==> config.mk <==
export PLATFORM = sky130hd
export DESIGN_NAME = bitmap_first_free_allocator_core_flat
export DESIGN_NICKNAME = d
export VERILOG_FILES = /design/src/design/bffa_pkg.sv /design/src/design/bffa_in_if.sv /design/src/design/bffa_out_if.sv /design/src/design/bffa_ram.sv /design/src/design/bitmap_first_free_allocator_core.sv /design/src/flat_wrapper.sv
export SDC_FILE = /design/constraint.sdc
export NUM_CORES = 1
export LEC_CHECK = 0
export BUFFER_PORTS_ARGS = -buffer_cell sky130_fd_sc_hd__clkbuf_2
export CAP_MARGIN = 20
export CELL_PAD_IN_SITES_DETAIL_PLACEMENT = 1
export CELL_PAD_IN_SITES_GLOBAL_PLACEMENT = 1
export CORE_UTILIZATION = 40
export DETAILED_ROUTE_END_ITERATION = 8
export GPL_ROUTABILITY_DRIVEN = 0
export PLACE_DENSITY = 0.76
export SYNTH_ARGS = -nofsm -noshare
export SYNTH_HDL_FRONTEND = slang
export SYNTH_SLANG_ARGS = --single-unit
export TNS_END_PERCENT = 50
==> constraint.sdc <==
create_clock -name clk -period 9.4 [get_ports clk]
set_clock_uncertainty 0.2 [all_clocks]
set_input_delay 1.41 -clock clk [delete_from_list [all_inputs] [get_ports clk]]
set_output_delay 1.41 -clock clk [all_outputs]
set_load 0.05 [all_outputs]
==> src/design/bffa_pkg.sv <==
`timescale 1ns / 1ps
package bffa_pkg;

  localparam int NUM_W     = 11;
  localparam int KIND_W    = 3;
  localparam int SLOT_W    = 7;
  localparam int BYTE_W    = 8;
  localparam int BIDX_W    = 8;
  localparam int CFG_IDX_W = 1;

  localparam logic [NUM_W-1:0] FIRST_USABLE_RST = 11'd11;
  localparam logic [NUM_W-1:0] TOTAL_COUNT_RST  = 11'd1024;
  localparam logic [NUM_W-1:0] COUNT_MAX        = 11'd2047;

  typedef logic [KIND_W-1:0] kind_t;
  localparam kind_t KIND_LOAD  = 3'd0;
  localparam kind_t KIND_ALLOC = 3'd1;
  localparam kind_t KIND_SET   = 3'd2;
  localparam kind_t KIND_CLEAR = 3'd3;
  localparam kind_t KIND_TEST  = 3'd4;

  typedef logic [CFG_IDX_W-1:0] cfg_idx_t;
  localparam cfg_idx_t CFG_FIRST_USABLE = 1'd0;
  localparam cfg_idx_t CFG_TOTAL_COUNT  = 1'd1;

  typedef enum logic [1:0] {
    STATUS_OK        = 2'd0,
    STATUS_NO_SPACE  = 2'd1,
    STATUS_NO_EFFECT = 2'd2,
    STATUS_RANGE     = 2'd3
  } status_t;

  typedef enum logic [2:0] {
    ST_CLEAR,
    ST_IDLE,
    ST_EVAL,
    ST_SCAN,
    ST_RESP
  } state_t;

endpackage

==> src/design/bffa_in_if.sv <==
`timescale 1ns / 1ps
interface bffa_in_if;
  import bffa_pkg::*;

  logic              valid;
  logic              ready;
  logic [KIND_W-1:0] kind;
  logic [NUM_W-1:0]  number;
  logic [SLOT_W-1:0] byte_slot;
  logic [BYTE_W-1:0] byte_value;

  modport source(output valid, kind, number, byte_slot, byte_value, input ready);
  modport sink(input valid, kind, number, byte_slot, byte_value, output ready);
endinterface

==> src/design/bffa_out_if.sv <==
`timescale 1ns / 1ps
interface bffa_out_if;
  import bffa_pkg::*;

  logic             valid;
  logic             ready;
  logic [NUM_W-1:0] result_number;
  status_t          status;
  logic             bit_value;
  logic [NUM_W-1:0] free_count;

  modport source(output valid, result_number, status, bit_value, free_count, input ready);
  modport sink(input valid, result_number, status, bit_value, free_count, output ready);
endinterface

==> src/design/bffa_ram.sv <==
`timescale 1ns / 1ps
module bffa_ram #(
  parameter int WIDTH = 8,
  parameter int DEPTH = 128
) (
  input  logic                                   clk,
  input  logic                                   we,
  input  logic [(DEPTH > 1 ? $clog2(DEPTH) : 1)-1:0] addr,
  input  logic [WIDTH-1:0]                       wdata,
  output logic [WIDTH-1:0]                       rdata
);

  logic [WIDTH-1:0] mem [DEPTH];

  always_ff @(posedge clk) begin
    if (we) begin
      mem[addr] <= wdata;
    end
    rdata <= mem[addr];
  end

endmodule

==> src/design/bitmap_first_free_allocator_core.sv <==
`timescale 1ns / 1ps
// Load, set, clear and test: accepted, then an evaluate state, then a response state
// that loads the output register once it is free; no new item is taken meanwhile.
// Rejected items skip the evaluate state. Allocate: k bitmap bytes scanned, one byte per
// cycle through the single RAM port; at most NUM_BITS/8 bytes.
// Reset (synchronous, rst_n low): registers to defaults, free count zero, then a
// clearing pass writes zero to all NUM_BITS/8 bytes, one per cycle, before input is taken.
module bitmap_first_free_allocator_core #(
  parameter int NUM_BITS = 1024
) (
  input  logic                         clk,
  input  logic                         rst_n,
  bffa_in_if.sink                      in_ch,
  bffa_out_if.source                   out_ch,
  input  logic                         cfg_we,
  input  logic [bffa_pkg::CFG_IDX_W-1:0] cfg_index,
  input  logic [bffa_pkg::NUM_W-1:0]   cfg_wdata
);
  import bffa_pkg::*;

  localparam int MAP_BYTES = (NUM_BITS + 7) / 8;
  localparam int AW = MAP_BYTES > 1 ? $clog2(MAP_BYTES) : 1;
  localparam int IW = AW > BIDX_W ? AW : BIDX_W;
  localparam logic [AW-1:0] LAST_ADDR = AW'(MAP_BYTES - 1);

  state_t state_r, state_nxt;
  logic [AW-1:0]     clr_addr_r, clr_addr_nxt;
  kind_t             kind_r, kind_nxt;
  logic [AW-1:0]     op_addr_r, op_addr_nxt;
  logic [2:0]        op_bit_r, op_bit_nxt;
  logic [SLOT_W-1:0] op_slot_r, op_slot_nxt;
  logic [BYTE_W-1:0] op_val_r, op_val_nxt;
  logic [BIDX_W-1:0] scan_byte_r, scan_byte_nxt;
  logic [2:0]        scan_off_r, scan_off_nxt;
  logic [NUM_W-1:0]  res_num_r, res_num_nxt;
  status_t           status_r, status_nxt;
  logic              bit_r, bit_nxt;
  logic [NUM_W-1:0]  free_r, free_nxt;
  logic [NUM_W-1:0]  first_usable_r, first_usable_nxt;
  logic [NUM_W-1:0]  total_count_r, total_count_nxt;
  logic              out_valid_r, out_valid_nxt;
  logic [NUM_W-1:0]  out_num_r, out_num_nxt;
  status_t           out_status_r, out_status_nxt;
  logic              out_bit_r, out_bit_nxt;
  logic [NUM_W-1:0]  out_free_r, out_free_nxt;

  logic              ram_we;
  logic [AW-1:0]     ram_addr;
  logic [BYTE_W-1:0] ram_wdata;
  logic [BYTE_W-1:0] ram_rdata;

  logic [NUM_W-1:0]  tot;
  logic              acc;
  logic              out_free_slot;
  logic [NUM_W-1:0]  num_m1;
  logic              num_in_range;
  logic              slot_ok;
  logic [NUM_W-1:0]  alloc_n0;
  logic [NUM_W-1:0]  alloc_m1;
  logic              alloc_empty;

  logic [7:0]        cand;
  logic              found;
  logic [2:0]        found_bit;
  logic [BIDX_W:0]   next_byte;
  logic [NUM_W:0]    next_first;
  logic              scan_end;

  logic              cur_bit;
  logic [BYTE_W-1:0] op_mask;
  logic [3:0]        old_clear;
  logic [3:0]        new_clear;
  logic [NUM_W-1:0]  load_sub;
  logic [NUM_W:0]    load_sum;
  logic [NUM_W-1:0]  load_free;
  logic [NUM_W-1:0]  free_dec;
  logic [NUM_W-1:0]  free_inc;

  function automatic logic [AW-1:0] byte_addr(logic [BIDX_W-1:0] b);
    logic [IW-1:0] e;
    e = IW'(b);
    return e[AW-1:0];
  endfunction

  bffa_ram #(
    .WIDTH(BYTE_W),
    .DEPTH(MAP_BYTES)
  ) u_map (
    .clk  (clk),
    .we   (ram_we),
    .addr (ram_addr),
    .wdata(ram_wdata),
    .rdata(ram_rdata)
  );

  assign tot = (32'(total_count_r) < NUM_BITS) ? total_count_r : NUM_W'(NUM_BITS);
  assign in_ch.ready   = (state_r == ST_IDLE);
  assign acc           = in_ch.valid && in_ch.ready;
  assign out_free_slot = !out_valid_r || out_ch.ready;

  assign num_m1       = in_ch.number - 11'd1;
  assign num_in_range = (in_ch.number != '0) && (in_ch.number <= tot);
  assign slot_ok      = 32'(in_ch.byte_slot) < MAP_BYTES;
  assign alloc_n0     = (first_usable_r == '0) ? 11'd1 : first_usable_r;
  assign alloc_m1     = alloc_n0 - 11'd1;
  assign alloc_empty  = (free_r == '0) || (alloc_n0 > tot);

  always_comb begin
    logic [NUM_W:0] num_b;
    for (int b = 0; b < 8; b++) begin
      num_b = {1'b0, scan_byte_r, 3'(b)} + 12'd1;
      cand[b] = !ram_rdata[b] && (3'(b) >= scan_off_r) && (num_b <= {1'b0, tot});
    end
    found     = 1'b0;
    found_bit = 3'd0;
    for (int b = 7; b >= 0; b--) begin
      if (cand[b]) begin
        found     = 1'b1;
        found_bit = 3'(b);
      end
    end
  end

  assign next_byte  = {1'b0, scan_byte_r} + 9'd1;
  assign next_first = {next_byte, 3'b000} + 12'd1;
  assign scan_end   = next_first > {1'b0, tot};

  assign cur_bit = ram_rdata[op_bit_r];
  assign op_mask = 8'd1 << op_bit_r;

  always_comb begin
    logic [NUM_W:0] lim;
    old_clear = '0;
    new_clear = '0;
    for (int b = 0; b < 8; b++) begin
      lim = {2'b00, op_slot_r, 3'(b)};
      if (lim < {1'b0, tot}) begin
        old_clear = old_clear + {3'b000, !ram_rdata[b]};
        new_clear = new_clear + {3'b000, !op_val_r[b]};
      end
    end
  end

  assign load_sub  = (free_r > NUM_W'(old_clear)) ? free_r - NUM_W'(old_clear) : '0;
  assign load_sum  = {1'b0, load_sub} + 12'(new_clear);
  assign load_free = (load_sum > {1'b0, COUNT_MAX}) ? COUNT_MAX : load_sum[NUM_W-1:0];
  assign free_dec  = (free_r == '0) ? free_r : free_r - 11'd1;
  assign free_inc  = (free_r == COUNT_MAX) ? free_r : free_r + 11'd1;

  always_comb begin
    state_nxt = state_r;
    unique case (state_r)
      ST_CLEAR: begin
        if (clr_addr_r == LAST_ADDR) begin
          state_nxt = ST_IDLE;
        end
      end
      ST_IDLE: begin
        if (acc) begin
          unique case (in_ch.kind)
            KIND_LOAD:  state_nxt = slot_ok ? ST_EVAL : ST_RESP;
            KIND_ALLOC: state_nxt = alloc_empty ? ST_RESP : ST_SCAN;
            KIND_SET, KIND_CLEAR, KIND_TEST: state_nxt = num_in_range ? ST_EVAL : ST_RESP;
            default:    state_nxt = ST_RESP;
          endcase
        end
      end
      ST_EVAL: state_nxt = ST_RESP;
      ST_SCAN: begin
        if (found || scan_end) begin
          state_nxt = ST_RESP;
        end
      end
      ST_RESP: begin
        if (out_free_slot) begin
          state_nxt = ST_IDLE;
        end
      end
      default: state_nxt = ST_CLEAR;
    endcase
  end

  always_comb begin
    clr_addr_nxt     = clr_addr_r;
    kind_nxt         = kind_r;
    op_addr_nxt      = op_addr_r;
    op_bit_nxt       = op_bit_r;
    op_slot_nxt      = op_slot_r;
    op_val_nxt       = op_val_r;
    scan_byte_nxt    = scan_byte_r;
    scan_off_nxt     = scan_off_r;
    res_num_nxt      = res_num_r;
    status_nxt       = status_r;
    bit_nxt          = bit_r;
    free_nxt         = free_r;
    first_usable_nxt = first_usable_r;
    total_count_nxt  = total_count_r;
    out_valid_nxt    = out_valid_r && !out_ch.ready;
    out_num_nxt      = out_num_r;
    out_status_nxt   = out_status_r;
    out_bit_nxt      = out_bit_r;
    out_free_nxt     = out_free_r;
    ram_we           = 1'b0;
    ram_addr         = op_addr_r;
    ram_wdata        = '0;

    if (cfg_we) begin
      unique case (cfg_index)
        CFG_FIRST_USABLE: first_usable_nxt = cfg_wdata;
        CFG_TOTAL_COUNT:  total_count_nxt  = cfg_wdata;
      endcase
    end

    unique case (state_r)
      ST_CLEAR: begin
        ram_we       = 1'b1;
        ram_addr     = clr_addr_r;
        clr_addr_nxt = clr_addr_r + AW'(1);
      end
      ST_IDLE: begin
        if (acc) begin
          kind_nxt    = in_ch.kind;
          op_bit_nxt  = num_m1[2:0];
          op_slot_nxt = in_ch.byte_slot;
          op_val_nxt  = in_ch.byte_value;
          res_num_nxt = '0;
          bit_nxt     = 1'b0;
          status_nxt  = STATUS_OK;
          unique case (in_ch.kind)
            KIND_LOAD: begin
              op_addr_nxt = byte_addr(BIDX_W'(in_ch.byte_slot));
              if (!slot_ok) begin
                status_nxt = STATUS_RANGE;
              end
            end
            KIND_ALLOC: begin
              op_addr_nxt   = byte_addr(alloc_m1[NUM_W-1:3]);
              scan_byte_nxt = alloc_m1[NUM_W-1:3];
              scan_off_nxt  = alloc_m1[2:0];
              if (alloc_empty) begin
                status_nxt = STATUS_NO_SPACE;
              end
            end
            KIND_SET, KIND_CLEAR, KIND_TEST: begin
              op_addr_nxt = byte_addr(num_m1[NUM_W-1:3]);
              if (!num_in_range) begin
                status_nxt = STATUS_RANGE;
              end
            end
            default: status_nxt = STATUS_NO_EFFECT;
          endcase
          ram_addr = op_addr_nxt;
        end
      end
      ST_EVAL: begin
        unique case (kind_r)
          KIND_LOAD: begin
            ram_we    = 1'b1;
            ram_wdata = op_val_r;
            free_nxt  = load_free;
          end
          KIND_SET: begin
            bit_nxt = 1'b1;
            if (cur_bit) begin
              status_nxt = STATUS_NO_EFFECT;
            end else begin
              ram_we    = 1'b1;
              ram_wdata = ram_rdata | op_mask;
              free_nxt  = free_dec;
            end
          end
          KIND_CLEAR: begin
            if (!cur_bit) begin
              status_nxt = STATUS_NO_EFFECT;
            end else begin
              ram_we    = 1'b1;
              ram_wdata = ram_rdata & ~op_mask;
              free_nxt  = free_inc;
            end
          end
          KIND_TEST: bit_nxt = cur_bit;
          default:   status_nxt = STATUS_NO_EFFECT;
        endcase
      end
      ST_SCAN: begin
        priority if (found) begin
          ram_we      = 1'b1;
          ram_addr    = byte_addr(scan_byte_r);
          ram_wdata   = ram_rdata | (8'd1 << found_bit);
          res_num_nxt = {scan_byte_r, found_bit} + 11'd1;
          free_nxt    = free_dec;
          status_nxt  = STATUS_OK;
          bit_nxt     = 1'b1;
        end else if (scan_end) begin
          status_nxt = STATUS_NO_SPACE;
        end else begin
          scan_byte_nxt = next_byte[BIDX_W-1:0];
          scan_off_nxt  = 3'd0;
          ram_addr      = byte_addr(next_byte[BIDX_W-1:0]);
        end
      end
      ST_RESP: begin
        if (out_free_slot) begin
          out_valid_nxt  = 1'b1;
          out_num_nxt    = res_num_r;
          out_status_nxt = status_r;
          out_bit_nxt    = bit_r;
          out_free_nxt   = free_r;
        end
      end
      default: ram_addr = op_addr_r;
    endcase
  end

  always_ff @(posedge clk) begin
    if (!rst_n) begin
      state_r        <= ST_CLEAR;
      clr_addr_r     <= '0;
      free_r         <= '0;
      first_usable_r <= FIRST_USABLE_RST;
      total_count_r  <= TOTAL_COUNT_RST;
      out_valid_r    <= 1'b0;
    end else begin
      state_r        <= state_nxt;
      clr_addr_r     <= clr_addr_nxt;
      free_r         <= free_nxt;
      first_usable_r <= first_usable_nxt;
      total_count_r  <= total_count_nxt;
      out_valid_r    <= out_valid_nxt;
    end
  end

  always_ff @(posedge clk) begin
    kind_r       <= kind_nxt;
    op_addr_r    <= op_addr_nxt;
    op_bit_r     <= op_bit_nxt;
    op_slot_r    <= op_slot_nxt;
    op_val_r     <= op_val_nxt;
    scan_byte_r  <= scan_byte_nxt;
    scan_off_r   <= scan_off_nxt;
    res_num_r    <= res_num_nxt;
    status_r     <= status_nxt;
    bit_r        <= bit_nxt;
    out_num_r    <= out_num_nxt;
    out_status_r <= out_status_nxt;
    out_bit_r    <= out_bit_nxt;
    out_free_r   <= out_free_nxt;
  end

  assign out_ch.valid         = out_valid_r;
  assign out_ch.result_number = out_num_r;
  assign out_ch.status        = out_status_r;
  assign out_ch.bit_value     = out_bit_r;
  assign out_ch.free_count    = out_free_r;

`ifndef NO_ASSERTIONS
  a_no_write_idle: assert property (@(posedge clk) disable iff (!rst_n)
    (state_r == ST_IDLE) |-> !ram_we)
    else $error("bitmap written while idle");

  a_busy_after_transfer: assert property (@(posedge clk) disable iff (!rst_n)
    acc |=> !in_ch.ready)
    else $error("input taken again before result formed");

  a_no_space_empty: assert property (@(posedge clk) disable iff (!rst_n)
    (out_ch.valid && out_ch.status == STATUS_NO_SPACE) |->
      (out_ch.result_number == '0 && !out_ch.bit_value))
    else $error("no-space result carries a number or bit");

  a_alloc_ok: assert property (@(posedge clk) disable iff (!rst_n)
    (out_ch.valid && out_ch.result_number != '0) |->
      (out_ch.status == STATUS_OK && out_ch.bit_value))
    else $error("allocated number without ok status and set bit");
`endif

endmodule

==> src/flat_wrapper.sv <==
// flat-port wrapper written by rule: the top's interface ports become plain ports
module bitmap_first_free_allocator_core_flat import bffa_pkg::*;
#(
  parameter int NUM_BITS = 1024
)
  (clk, rst_n, cfg_we, cfg_index, cfg_wdata, in_ch_valid, in_ch_kind, in_ch_number, in_ch_byte_slot, in_ch_byte_value, in_ch_ready, out_ch_valid, out_ch_result_number, out_ch_status, out_ch_bit_value, out_ch_free_count, out_ch_ready);
  bffa_in_if in_ch_i ();
  bffa_out_if out_ch_i ();
  input  logic clk;
  input  logic rst_n;
  input  logic cfg_we;
  input  logic [bffa_pkg::CFG_IDX_W-1:0] cfg_index;
  input  logic [bffa_pkg::NUM_W-1:0] cfg_wdata;
  input wire logic [$bits(in_ch_i.valid)-1:0] in_ch_valid;
  input wire logic [$bits(in_ch_i.kind)-1:0] in_ch_kind;
  input wire logic [$bits(in_ch_i.number)-1:0] in_ch_number;
  input wire logic [$bits(in_ch_i.byte_slot)-1:0] in_ch_byte_slot;
  input wire logic [$bits(in_ch_i.byte_value)-1:0] in_ch_byte_value;
  output wire logic [$bits(in_ch_i.ready)-1:0] in_ch_ready;
  output wire logic [$bits(out_ch_i.valid)-1:0] out_ch_valid;
  output wire logic [$bits(out_ch_i.result_number)-1:0] out_ch_result_number;
  output wire logic [$bits(out_ch_i.status)-1:0] out_ch_status;
  output wire logic [$bits(out_ch_i.bit_value)-1:0] out_ch_bit_value;
  output wire logic [$bits(out_ch_i.free_count)-1:0] out_ch_free_count;
  input wire logic [$bits(out_ch_i.ready)-1:0] out_ch_ready;
  assign in_ch_i.valid = in_ch_valid;
  assign in_ch_i.kind = in_ch_kind;
  assign in_ch_i.number = in_ch_number;
  assign in_ch_i.byte_slot = in_ch_byte_slot;
  assign in_ch_i.byte_value = in_ch_byte_value;
  assign in_ch_ready = in_ch_i.ready;
  assign out_ch_valid = out_ch_i.valid;
  assign out_ch_result_number = out_ch_i.result_number;
  assign out_ch_status = out_ch_i.status;
  assign out_ch_bit_value = out_ch_i.bit_value;
  assign out_ch_free_count = out_ch_i.free_count;
  assign out_ch_i.ready = out_ch_ready;
  bitmap_first_free_allocator_core #(.NUM_BITS(NUM_BITS)) u_core (.clk(clk), .rst_n(rst_n), .in_ch(in_ch_i), .out_ch(out_ch_i), .cfg_we(cfg_we), .cfg_index(cfg_index), .cfg_wdata(cfg_wdata));
endmodule
==> impl_results.md <==
- Avg WL per Cell: 26.7 µm
- Die area: 130000 µm²
- Critical path type: reg2reg
- Hold Buf Count CTS: 0
- Pleak: 0.0208 µW
- Drt pass-1 iters: 6
- Die width: 360 µm
- Mapped cell area: 51400 µm²
- Top-area cell type share of the netlist area: 0.644
- Worst R2R Path Depth: 45
- Clock slew at reported path FFs: 0.06 ns
- H-tree depth: 3
- Crit path launch type: flop
- Share of cells above drive strength 1: 0.110
- FP Rows: 131
- Reg2reg end: u_core.free_r[0]
- Crit-path max FO: 6
- Starting DRT DRC Count: 3829
- CP Data Arrival Time: 9.50 ns
- FF+latch count, synth: 1154
- Die Y: 360 µm
- Tot GR Track Use: 0.238
- Post-synth top area cell: edfxtp_1
- Initial antenna violation count: 2
- Reg2reg setup slack: 0.31 ns
- Max_slew headroom: 0.228
- Setup Viol. Count Final: 0
- Post-Route WL: 158000 µm
- Post-route insts no fill: 5919
- Number of global-route vias before repair: 36300
- Initial Util: 0.403
- Async set-reset flop share out of synthesis: 0
- Inserted Clock Buffers: 117
- Hold_sp: u_core.res_num_r[9]
- Maxcap violations: 0
- Area Growth Syn to Fin: 12.6%
- Mean Syn Cell Area: 12.5 µm²
- Final Hold Viols: 0
- Worst Tran Pin Value: 1.14 ns
- Fmax achieved: 110 MHz
- Net count after synthesis: 4262
- Hold Path Cell Cnt: 0
- Sequential area share after synthesis: 0.664
- Endpoint, Worst Hold: u_core.out_ch.result_number[9]
- Reg-to-Reg Start: u_core.total_count_r[10]
- Min Tclk post-route: 9.09 ns
- Clk buf depth: 3
- Most common cell in the netlist: edfxtp_1
- Cells after DPL: 5680
- Routed Antenna Nets: 0
- Clock root cell: clkbuf_16
- EDFF count, synth: 1102
- Grt total ovfl: 0
- CP max stage cell: or3_2
- Setup TNS after final layout: 0 ns
- Post-synth top cells: edfxtp_1 (1102), nand2_1 (795), nor2_1 (301)
- Worst vdd rail ir drop: 0.217 mV
- Largest net degree at the start of global routing: 167
- Synth Flop Type: edfxtp_1
- Nets: 4300
- Library cells used by synthesis: 116
- Later-pin clock latency in the skew report: 0.77 ns
- Vias per cell: 5.97
- Worst Setup End Kind: flop
- Synth Warn #: 0
- # IOs: 73
- I/O Buffers: 72
- Global-route wire length before repair: 234000 µm
- Most frequent CP cell: ha_4
- Cell count after synthesis: 4120
- Final Core Density: 0.454
- DRC: 0
- Final hold slack: 0.201 ns
- Max Slew Vio Count: 0
- Status: finished, final reports clean
- CTS Sinks: 1154
- Fin crit share: 0.967
- Via Count: 35300
- CTS tree: done
- Post-DP HPWL: 98300 µm
- Slowest cell delay on critical path: 0.50 ns
- Largest cells by area after synthesis: edfxtp_1 (64%), nand2_1 (5.8%), mux2i_1 (3.5%)
- Hold crit path type: reg2reg
- Core ar.: 128000 µm²
- Worst path required time: 9.81 ns
- Pwr per Cell Area: 216 nW/µm²
-- worst max-delay path by stage --
stage | start | to | slack [ns] | depth (start not counted)
finish | u_core.total_count_r[10] | u_core.free_r[0] | 0.31 | 45
global route | u_core.total_count_r[10] | u_core.free_r[6] | -0.12 | 47
global placement | u_core.total_count_r[10] | u_core.free_r[6] | 0.03 | 48
floorplan | u_core.total_count_r[10] | u_core.free_r[6] | 0.12 | 50
CTS | u_core.total_count_r[10] | u_core.free_r[9] | 0.003 | 45
detailed placement | u_core.total_count_r[10] | u_core.free_r[6] | -0.21 | 49
-- state kept, by name, summed over array words and instances (netlist names) --
signal	flops
u_core.out_ch.valid	1
u_core.op_slot_r	7
u_core.op_addr_r	7
u_core.scan_byte_r	8
u_core.op_bit_r	3
u_core.op_val_r	8
u_core.total_count_r	11
u_core.status_r	2
u_core.out_ch.status	2
u_core.clr_addr_r	7
u_core.bit_r	1
u_core.u_map.rdata	8
u_core.scan_off_r	3
u_core.out_ch.free_count	11
u_core.first_usable_r	11
u_core.state_r	3
u_core.u_map.mem	1024
u_core.out_ch.bit_value	1
u_core.res_num_r	11
u_core.free_r	11
u_core.out_ch.result_number	11
u_core.kind_r	3
-- routing by layer --
layer	wire length, µm	GRT usage	up-vias
met5	21	0	-
met4	7590	0.110	4
met3	11100	0.0421	367
met2	75800	0.391	1465
met1	63400	0.306	18000
li1	-	-	15500
-- power by group --
| part | switching (µW) | total (µW) | internal (µW) |
|---|---|---|---|
| combinational | 1280 | 2210 | 934 |
| clock | 2060 | 4700 | 2640 |
| sequential | 27.1 | 5600 | 5570 |
| total | 3360 | 12500 | 9140 |
-- cell usage in the layout, fill, tap and decap left out, types with 63 or more instances in the layout --
cell type / netlist / layout
nor2_1: 301 / 297
nand2_1: 795 / 780
clkbuf_2: 1 / 72
ha_1: 94 / 80
a22oi_1: 63 / 63
edfxtp_1: 1102 / 1102
a21oi_1: 118 / 113
buf_4: 17 / 77
a31oi_1: 67 / 67
clkbuf_16: 0 / 117
mux2i_1: 182 / 182
nand3_1: 269 / 263
-- worst max-delay path, delay by kind of cell, from the launching register on --
kind                       cells  cell delay [ns]
adders and majority gates     11             2.94
and+or+nand+nor               17             2.55
DFF                            1             0.34
muxes                          4             1.00
buffers and inverters          4             0.38
AOI/OAI and AO/OA              8             1.42
xor gates and xnor gates       1             0.12
-- layout make-up --
type | count | area, µm²
Clock buffer | 145 | 3040
Tap cell | 1662 | 2080
Timing Repair Buffer | 163 | 1170
Inverter | 53 | 204
Fill cell | 13100 | 69700
Sequential cell | 1154 | 34100
Clock inverter | 71 | 792
Multi-Input combinational cell | 2669 | 16400
Antenna cell | 2 | 5.00
-- repair_timing --
action,in CTS,in global routing
setup endpoints to repair,10,11
pin swaps,17,33
resized for setup,23,49
setup buffers,9,8
gates cloned,0,1
-- per-stage QoR --
step	area (µm²)	setup WS [ns]	power, µW
floorplan	51400	0.118	7000
global placement	53500	0.0314	7480
detailed placement	53500	-0.206	7530
CTS	57500	0.00325	12300
global route	57900	-0.118	12900
finish	57900	0.314	12500
-- logic make-up after synthesis --
kind of cell | Yosys count | synth area share
compound gates | 654 | 0.0916
xor+xnor | 68 | 0.0117
fa+ha+maj | 97 | 0.0239
buf+inv | 298 | 0.0267
flops | 1154 | 0.664
mux | 199 | 0.0396
simple gates | 1650 | 0.142
Power figures use the tool's default switching activity.
